--- src/hw/rtl/dlawg_pkg.sv ---
package dlawg_pkg;

  // Default grid limits handed to the top level.
  localparam int DEF_MAX_COLS = 256;
  localparam int DEF_MAX_ROWS = 256;

  localparam int COORD_W  = 8;
  localparam int DIM_W    = 9;
  localparam int COUNT_W  = 16;
  localparam int VAL_W    = 8;
  localparam int CFG_W    = 16;
  localparam int CFG_IDX_W = 2;

  // Request codes; the unused code behaves as a read.
  localparam logic [1:0] REQ_SEED = 2'd0;
  localparam logic [1:0] REQ_WALK = 2'd1;
  localparam logic [1:0] REQ_READ = 2'd2;

  // Walk directions.
  localparam logic [1:0] DIR_LEFT  = 2'd0;
  localparam logic [1:0] DIR_UP    = 2'd1;
  localparam logic [1:0] DIR_RIGHT = 2'd2;
  localparam logic [1:0] DIR_DOWN  = 2'd3;

  // Result status codes.
  localparam logic [2:0] STAT_MOVED         = 3'd0;
  localparam logic [2:0] STAT_LANDED        = 3'd1;
  localparam logic [2:0] STAT_HELD          = 3'd2;
  localparam logic [2:0] STAT_LANDED_INSIDE = 3'd3;
  localparam logic [2:0] STAT_SEEDED        = 3'd4;
  localparam logic [2:0] STAT_READ          = 3'd5;

  // Configuration register indexes.
  localparam logic [CFG_IDX_W-1:0] CFG_GRID_WIDTH   = 2'd0;
  localparam logic [CFG_IDX_W-1:0] CFG_GRID_HEIGHT  = 2'd1;
  localparam logic [CFG_IDX_W-1:0] CFG_TOTAL_POINTS = 2'd2;

  localparam logic [DIM_W-1:0]   RST_GRID_WIDTH   = 9'd256;
  localparam logic [DIM_W-1:0]   RST_GRID_HEIGHT  = 9'd256;
  localparam logic [COUNT_W-1:0] RST_TOTAL_POINTS = 16'd1000;

  localparam logic [DIM_W-1:0] MIN_DIM   = 9'd3;
  localparam logic [VAL_W-1:0] CELL_FULL = 8'd255;
  localparam logic [VAL_W-1:0] BLUE_TOP  = 8'd254;

  // Landing value divider request and response.
  typedef struct packed {
    logic               start;
    logic [COUNT_W-1:0] landed;
    logic [COUNT_W-1:0] divisor;
  } div_req_t;

  typedef struct packed {
    logic             done;
    logic [VAL_W-1:0] quotient;
  } div_rsp_t;

endpackage

--- src/hw/rtl/dlawg_div.sv ---
module dlawg_div (
  input  logic                clk,
  input  logic                rst_n,
  input  dlawg_pkg::div_req_t req,
  output dlawg_pkg::div_rsp_t rsp
);
  import dlawg_pkg::*;

  localparam int NUM_W = COUNT_W + VAL_W;

  typedef enum logic {D_IDLE, D_RUN} dstate_t;

  dstate_t            state_r;
  logic [NUM_W-1:0]   rem_r;
  logic [NUM_W-1:0]   dsh_r;
  logic [VAL_W-1:0]   q_r;
  logic [2:0]         cnt_r;
  logic               done_r;

  logic [NUM_W-1:0] num;
  logic [NUM_W-1:0] top;
  logic             ge;

  // The dividend is 255 times the landed count; a quotient of 256 or more saturates.
  assign num = {req.landed, {VAL_W{1'b0}}} - NUM_W'(req.landed);
  assign top = {req.divisor, {VAL_W{1'b0}}};
  assign ge  = (rem_r >= dsh_r);

  always_ff @(posedge clk) begin
    if (!rst_n) begin
      state_r <= D_IDLE;
      cnt_r   <= '0;
      done_r  <= 1'b0;
    end else begin
      done_r <= 1'b0;
      unique case (state_r)
        D_IDLE: begin
          if (req.start) begin
            if (num >= top) begin
              q_r    <= CELL_FULL;
              done_r <= 1'b1;
            end else begin
              rem_r   <= num;
              dsh_r   <= {1'b0, req.divisor, {(VAL_W-1){1'b0}}};
              cnt_r   <= 3'd7;
              state_r <= D_RUN;
            end
          end
        end
        D_RUN: begin
          // One restoring step per cycle, most significant quotient bit first.
          if (ge) begin
            rem_r <= rem_r - dsh_r;
          end
          dsh_r <= dsh_r >> 1;
          q_r   <= {q_r[VAL_W-2:0], ge};
          cnt_r <= cnt_r - 3'd1;
          if (cnt_r == 3'd0) begin
            done_r  <= 1'b1;
            state_r <= D_IDLE;
          end
        end
        default: state_r <= D_IDLE;
      endcase
    end
  end

  assign rsp.done     = done_r;
  assign rsp.quotient = q_r;

endmodule

--- config.mk ---
export PLATFORM = sky130hd
export DESIGN_NAME = dlawg_div
export DESIGN_NICKNAME = d
export VERILOG_FILES = /design/src/hw/rtl/dlawg_pkg.sv /design/src/hw/rtl/dlawg_div.sv
export SDC_FILE = /design/constraint.sdc
export NUM_CORES = 1
export LEC_CHECK = 0
export BUFFER_PORTS_ARGS = -buffer_cell sky130_fd_sc_hd__clkbuf_2
export CAP_MARGIN = 25
export CORE_MARGIN = 2
export CORE_UTILIZATION = 40
export DETAILED_ROUTE_END_ITERATION = 16
export GPL_ROUTABILITY_DRIVEN = 0
export PLACE_DENSITY_LB_ADDON = 0.1
export SLEW_MARGIN = 20
export SYNTH_ARGS = -nofsm -noshare
export SYNTH_HDL_FRONTEND = slang
export SYNTH_SLANG_ARGS = --single-unit
--- constraint.sdc ---
create_clock -name clk -period 10.4 [get_ports clk]
set_input_delay 0 -clock clk [delete_from_list [all_inputs] [get_ports clk]]
set_output_delay 0 -clock clk [all_outputs]
set_load 0.02 [all_outputs]
==> summary.txt, run 1 <==
CTS
  – CTS Buf Count: 9
  – CTS tree: yes
  – Post-CTS setup buffers: 0
  – CTS clock-pin slew for the worst setup and hold paths: roughly 50 ps
  – Clock Path Buffers: 2
  – Clk_lat worst skew: 330 ps
  – # resized after CTS: 0
  – Hold buffers post-CTS: 3
  – Sink Count: 60
  – Root buffer cell: clkbuf_16
  – H-tree depth reported by CTS: 3

Setup path
  – WP data required: 10490 ps
  – CP startpoint: req[24]
  – Crit path top cell by count: nand4_1
  – RR Endpoint: rem_r[0]
  – Crit-path max cell delay: 670 ps
  – CP delay by family, top: simple AND/OR/NAND/NOR gates
  – Crit start category: input pin
  – CP Cell Sequence: clkbuf_2 -> inv_1 -> ha_1 -> nor4b_1 -> a41oi_4 -> a211o_1 -> nand4_1 -> xnor2_1 -> ha_1 -> nand4_1 -> nor3_1 -> nand4_1 -> a211oi_1 -> o41ai_2 -> nand2_1 -> clkinv_1 -> buf_16
  – Setup CP Type: input pin to flop
  – Worst EP arrival: between 4000 and 5000 ps
  – CP Buf/Inv Count: 4
  – Crit end category: flop
  – Crit Path Max Fanout: 16
  – Cells on worst reg2reg path: 10
  – Worst path slowest cell: nor4b_1
  – Worst r2r src: dsh_r[0]
  – Reg2reg setup slack: about 7100 ps

STA
  – Setup-failing EPs final: 0
  – Maximum clock frequency: 223.7 MHz
  – Period utilization: a little over two fifths
  – Setup TNS: 0 ps
  – Worst relative slew slack: between 40% and 50%
  – Hold Vio Cnt, Final: 0
  – Final Critical Period: ~4500 ps
  – Worst-margin pin slew: between 800 and 900 ps
  – Final Max Slew Viols: 0
  – RSZ-0062 raised after global routing: false
  – Worst Skew: 8.147 ps

Yosys
  – Synthesized area: ~5000 µm²
  – Async SR Flop Fraction: 0%
  – EDFF count, synth: 55
  – Most common cell in the netlist: inv_1
  – Area contributors post-synth: edfxtp_1 (34%), ha_1 (13%), a21oi_1 (5.1%)
  – Ys Warns: 0
  – Largest family of logic cells by synthesized area: compound AO/OA/AOI/OAI gates
  – Yosys top cell area share: 33.96%
  – Post-synth net total: 628
  – Synth Area in Adders: 13.28%
  – Complex-gate fraction of the synthesized area: between 10% and 20%
  – XOR/XNOR share of the synthesized area: 7.384%
  – Post-synthesis mux area share: about 2.8%
  – Simple-Gate Fraction of Synth Area: 15.82%
  – Synth top cells by count: inv_1 (58), edfxtp_1 (55), nand2_1 (51), a21oi_1 (50), ha_1 (50)
  – Synth Flop Type: edfxtp_1
  – Synth Instances: between 500 and 600
  – Number of distinct library cells after synthesis: 56
  – Seq cells post-synth: 60
  – Mean area per synthesized cell: approximately 9 µm²
  – Synth area leader: edfxtp_1
  – Sequential cell area fraction in the yosys report: 36.02%

Routing
  – Number of routed nets with antenna violations: 0
  – Vias: a little over 4000
  – # DRC: 0
  – First-pass DRT Iterations: 5
  – Initial DRC Count: 212
  – Wire length per cell: 16.73 µm
  – Vias per Instance: 5.503
  – Total wire length after detailed routing: 12.25 mm

Floorplanning
  – Die height: roughly 110 µm
  – Die X: around 110 µm
  – Rows: 40
  – Ports: between 40 and 50
  – Die area: between 10000 and 15000 µm²
  – Placeable Area: ~12000 µm²
  – Initial core utilization: around 41%

Global routing
  – GRT Overall Usage: 19.83%
  – GR peak layer: met2
  – Grt met3 use: 3.653%
  – Met1 Use GR: 28.84%
  – Vias in the first global route: about 3900
  – First-pass GRT wire length: around 20 mm
  – Largest net degree at the start of global routing: 72
  – Grt met2 use: roughly 29%
  – Grt total ovfl: 0
  – Initial antenna violation count: 0

Cells and area
  – Antenna diodes: 0
  – Area delta synth->final: 14.30%
  – Layout cell share with drive strength beyond 1: between 10% and 20%
  – Fin nets: about 670
  – Fill cells: 1140
  – Final instance area: 5559 µm²

Min path
  – Min-delay src: req[0]
  – Worst hold stages: 2
  – Worst hold path type: input pin to flop
  – Hold path endpoint: dsh_r[7]

Power
  – Maximum vdd ir drop: 0.07045 mV
  – P per Cell Area: about 160 nW/µm²
  – Leak: 2.330 nW

Placed design
  – IO buf count: between 40 and 50
  – Post-DP HPWL: approximately 9.4 mm
  – Placed cell areas: between 5000 and 6000 µm²

Run status
  – Status: completed

Flow run
  – Maximum capacitance violations: 0
[stage by stage]
stage | worst slack, ps | total power, mW | std cells | hold WS [ps] | utilization (%)
final | 5929 | 0.9117 | 732 | 23.58 | 46.47
after global routing | 5591 | 0.9630 | 732 | 33.35 | 46.47
after CTS | 5804 | 0.9122 | 730 | 25.79 | 46.21
after detailed placement | 5464 | 0.5936 | 711 | 319.3 | 43.39
after global placement | 5562 | 0.5924 | 711 | 303.8 | 43.38
after floorplan | 6429 | 0.5190 | 542 | 166.5 | -
[registers in the layout, indices dropped and copies added (netlist names)]
signal   count
q_r          8
cnt_r        3
dsh_r       23
done_r       1
state_r      1
rem_r       24
[how the worst max path moves through the flow]
stage / endpoint / slack (ps) / cells past startpoint
final: dsh_r[18] / 5930 / 17
after global routing: dsh_r[18] / 5590 / 17
after CTS: dsh_r[20] / 5800 / 15
after detailed placement: dsh_r[21] / 5460 / 15
after global placement: rem_r[2] / 5560 / 15
after floorplan: rem_r[0] / 6430 / 14
[metal layers]
metal / vias to the layer above / share of wire (%)
met1: 1879 / 52
met3: 27 / 4.5
li1: 2018 / -
met4: 0 / 2.8
met5: - / 0
met2: 104 / 41
[kinds of logic after synthesis]
| family | count (synthesis) |
|---|---|
| AO/OA/AOI/OAI | 141 |
| AND/OR/NAND/NOR | 156 |
| flip-flops | 60 |
| buffers and inverters | 81 |
| multiplexers | 12 |
| adder cells (fa/ha/maj) | 51 |
| XOR/XNOR | 41 |
[placed cells by master, fill, tap and decap left out, types with 3 or more instances in the layout]
cell type,synthesis,layout
xor2_1,16,16
nand4_1,11,11
mux2_2,11,11
xnor2_1,25,25
clkbuf_16,0,9
or3_1,3,3
a21o_1,11,11
a41oi_1,3,3
o31ai_1,5,5
nand2b_1,12,12
dlygate4sd3_1,0,3
clkinv_2,0,3
a21oi_1,50,50
a211oi_1,6,6
clkbuf_2,0,43
o21ai_0,32,32
nand3_1,11,11
edfxtp_1,55,55
o21a_1,5,5
nor3b_1,4,4
and3_1,5,4
nor2_1,35,35
o211ai_1,5,5
dfxtp_1,5,4
nor3_1,10,10
inv_1,58,57
a31oi_1,4,4
nor2b_1,3,3
nand2_1,51,51
ha_1,50,50
[report_power, final]
part	internal, mW	switching [mW]	leakage [nW]
Combinational	0.116	0.176	1.64
Sequential	0.296	0.00838	0.538
Clock	0.208	0.108	0.154
[area by class of cell]
type	count	area (µm²)	share of cell area, %
Clock inverter	6	78.83	1.418
Timing Repair Buffer	50	291.5	5.244
Clock buffer	10	229.0	4.119
Tap cell	147	183.9	3.309
Sequential cell	60	1753	31.53
Inverter	58	217.7	3.916
Multi-Input combinational cell	401	2805	50.46
(Power assumes the default switching activity.)
==> run 2, diff against run 1 <==
==> constraint.sdc (replaced) <==
create_clock -name clk -period 4.44 [get_ports clk]
set_input_delay 0 -clock clk [delete_from_list [all_inputs] [get_ports clk]]
set_output_delay 0 -clock clk [all_outputs]
set_load 0.02 [all_outputs]
==> summary.txt, run 2 (same netlist as run 1, synthesis figures left out) <==
Run status
  – Status: completed

STA
  – Hold Vio Cnt, Final: 0
  – RSZ-0062 raised after global routing: false
  – Setup TNS: 0 ps
  – Period utilization: a little under 90%
  – Final Critical Period: just under 4000 ps
  – Final Max Slew Viols: 0
  – Maximum clock frequency: between 200 and 300 MHz
  – Worst Skew: about 8.7 ps
  – Setup-failing EPs final: 0
  – Worst relative slew slack: approximately half
  – Worst-margin pin slew: approximately 700 ps

Min path
  – Worst hold stages: 3
  – Min-delay src: req[13]
  – Worst hold path type: input pin to flop
  – Hold path endpoint: dsh_r[20]

Cells and area
  – Area delta synth->final: 14.43%
  – Core Util, Final: between 40 and 50%
  – Commonest cells after routing, fill and taps aside: inv_1 (58), edfxtp_1 (55), nand2_1 (51), a21oi_1 (50), ha_1 (50)
  – Most flop-heavy register: rem_r
  – Biggest regs: rem_r (24), dsh_r (23), q_r (8)
  – Fill cells: approximately 1200
  – Antenna diodes: 0
  – Fin nets: between 600 and 700
  – Max FFs per register: 24
  – Commonest non-fill, non-tap cell in the layout: inv_1
  – Layout cell share with drive strength beyond 1: roughly 14%

Routing
  – First-pass DRT Iterations: 7
  – Vias per Instance: ~5.4
  – Number of routed nets with antenna violations: 0
  – Vias: approximately 4000
  – Wire length per cell: approximately 17 µm
  – # DRC: 0
  – Total wire length after detailed routing: about 12 mm
  – Initial DRC Count: 214

Global routing
  – Grt total ovfl: 0
  – Initial antenna violation count: 0
  – Vias in the first global route: approximately 3800
  – First-pass GRT wire length: roughly 20 mm
  – GRT Overall Usage: 19.80%
  – Largest net degree at the start of global routing: slightly above 70

Floorplanning
  – Rows: 40
  – Die area: between 10000 and 15000 µm²
  – Ports: between 40 and 50
  – Die X: roughly 110 µm
  – Die height: 114.3 µm
  – Initial core utilization: around two fifths
  – Placeable Area: around 12000 µm²

CTS
  – Post-CTS setup buffers: 0
  – H-tree depth reported by CTS: 3
  – CTS Buf Count: 9
  – # resized after CTS: 0
  – Sink Count: 60
  – Clk_lat worst skew: about 330 ps
  – Clock Path Buffers: 2
  – CTS tree: yes
  – CTS clock-pin slew for the worst setup and hold paths: approximately 50 ps
  – Root buffer cell: clkbuf_16
  – Hold buffers post-CTS: 4

Setup path
  – Worst r2r src: dsh_r[0]
  – Reg2reg setup slack: about 1400 ps
  – Crit end category: flop
  – Worst EP arrival: between 3000 and 4000 ps
  – Cells on worst reg2reg path: 11
  – WP data required: ~4500 ps
  – RR Endpoint: rem_r[4]
  – CP Cell Sequence: clkbuf_2 -> inv_1 -> ha_1 -> a21o_1 -> a21o_1 -> a41oi_4 -> a211o_1 -> nand2_1 -> xnor2_1 -> ha_1 -> a21o_1 -> a21o_1 -> a21oi_1 -> o21ai_0 -> o41ai_2 -> and3_1 -> buf_12
  – Crit-path max cell delay: just under 600 ps
  – Crit start category: input pin
  – Setup CP Type: input pin to flop
  – Worst path slowest cell: o41ai_2
  – Crit path top cell by count: a21o_1
  – Crit Path Max Fanout: 24

Power
  – Pint: around 1.4 mW
  – Maximum vdd ir drop: ~0.19 mV
  – P per Cell Area: ~370 nW/µm²
  – Leak: between 2 and 2.5 nW
  – Sw Share: 32.88%
  – Flop pwr share: between 30% and 40%
  – Logic pwr share: approximately a third
  – Switch Pwr: roughly 670 µW
  – Clk pwr share: a little under a third

Placed design
  – Post-DP HPWL: 9.690 mm
  – IO buf count: 43

Flow run
  – Maximum capacitance violations: 0
==> run 2: layout make-up <==
type	instances	area [µm²]	area share, %
multi-input combinational	401	2804	50.38
sequential	60	1753	31.50
timing repair buffer	54	332.8	5.980
clock buffer	14	264.0	4.744
inverter	58	217.7	3.912
tap	147	183.9	3.305
clock inverter	2	10.01	0.1799
==> run 2: routing by layer <==
metal	share of wire, %	global-route usage [%]
met2	42	29.21
met1	52	29.70
met4	1.0	5.122
met3	5.3	3.759
met5	0	0
==> run 2: critical path, delay by kind of cell <==
family | cells | cell delay (ps)
and+or+nand+nor | 2 | 370
buffers and inverters | 3 | 370
adders and majority gates | 2 | 680
xor gates and xnor gates | 1 | 300
AOI/OAI and AO/OA | 9 | 2200
==> run 2: worst max-delay path by stage <==
stage | from | to | slack, ps
5_1_grt | req[23] | done_r | 190
4_1_cts | req[25] | done_r | 550
3_3_place_gp | req[23] | q_r[7] | 260
6_report | req[25] | rem_r[4] | 520
2_1_floorplan | req[24] | rem_r[0] | 470
3_5_place_dp | req[25] | rem_r[0] | 250
==> run 2: power by group through the flow <==
stage / combinational [mW] / sequential [mW] / clock, mW
final: 0.693 / 0.714 / 0.643
after global routing: 0.777 / 0.719 / 0.685
after CTS: 0.689 / 0.714 / 0.658
after detailed placement: 0.680 / 0.725 / 0
after global placement: 0.680 / 0.725 / 0
after floorplan: 0.496 / 0.719 / 0
==> run 2: per-stage QoR <==
stage	area [µm²]	total power, mW	cells	setup slack (ps)	hold WS, ps
finish	5565	2.050	736	524.8	25.46
global route	5565	2.181	736	185.2	27.82
CTS	5565	2.061	736	553.0	10.01
detailed placement	5251	1.405	716	246.8	310.2
global placement	5251	1.405	716	261.3	300.7
floorplan	4863	1.216	542	468.7	166.5
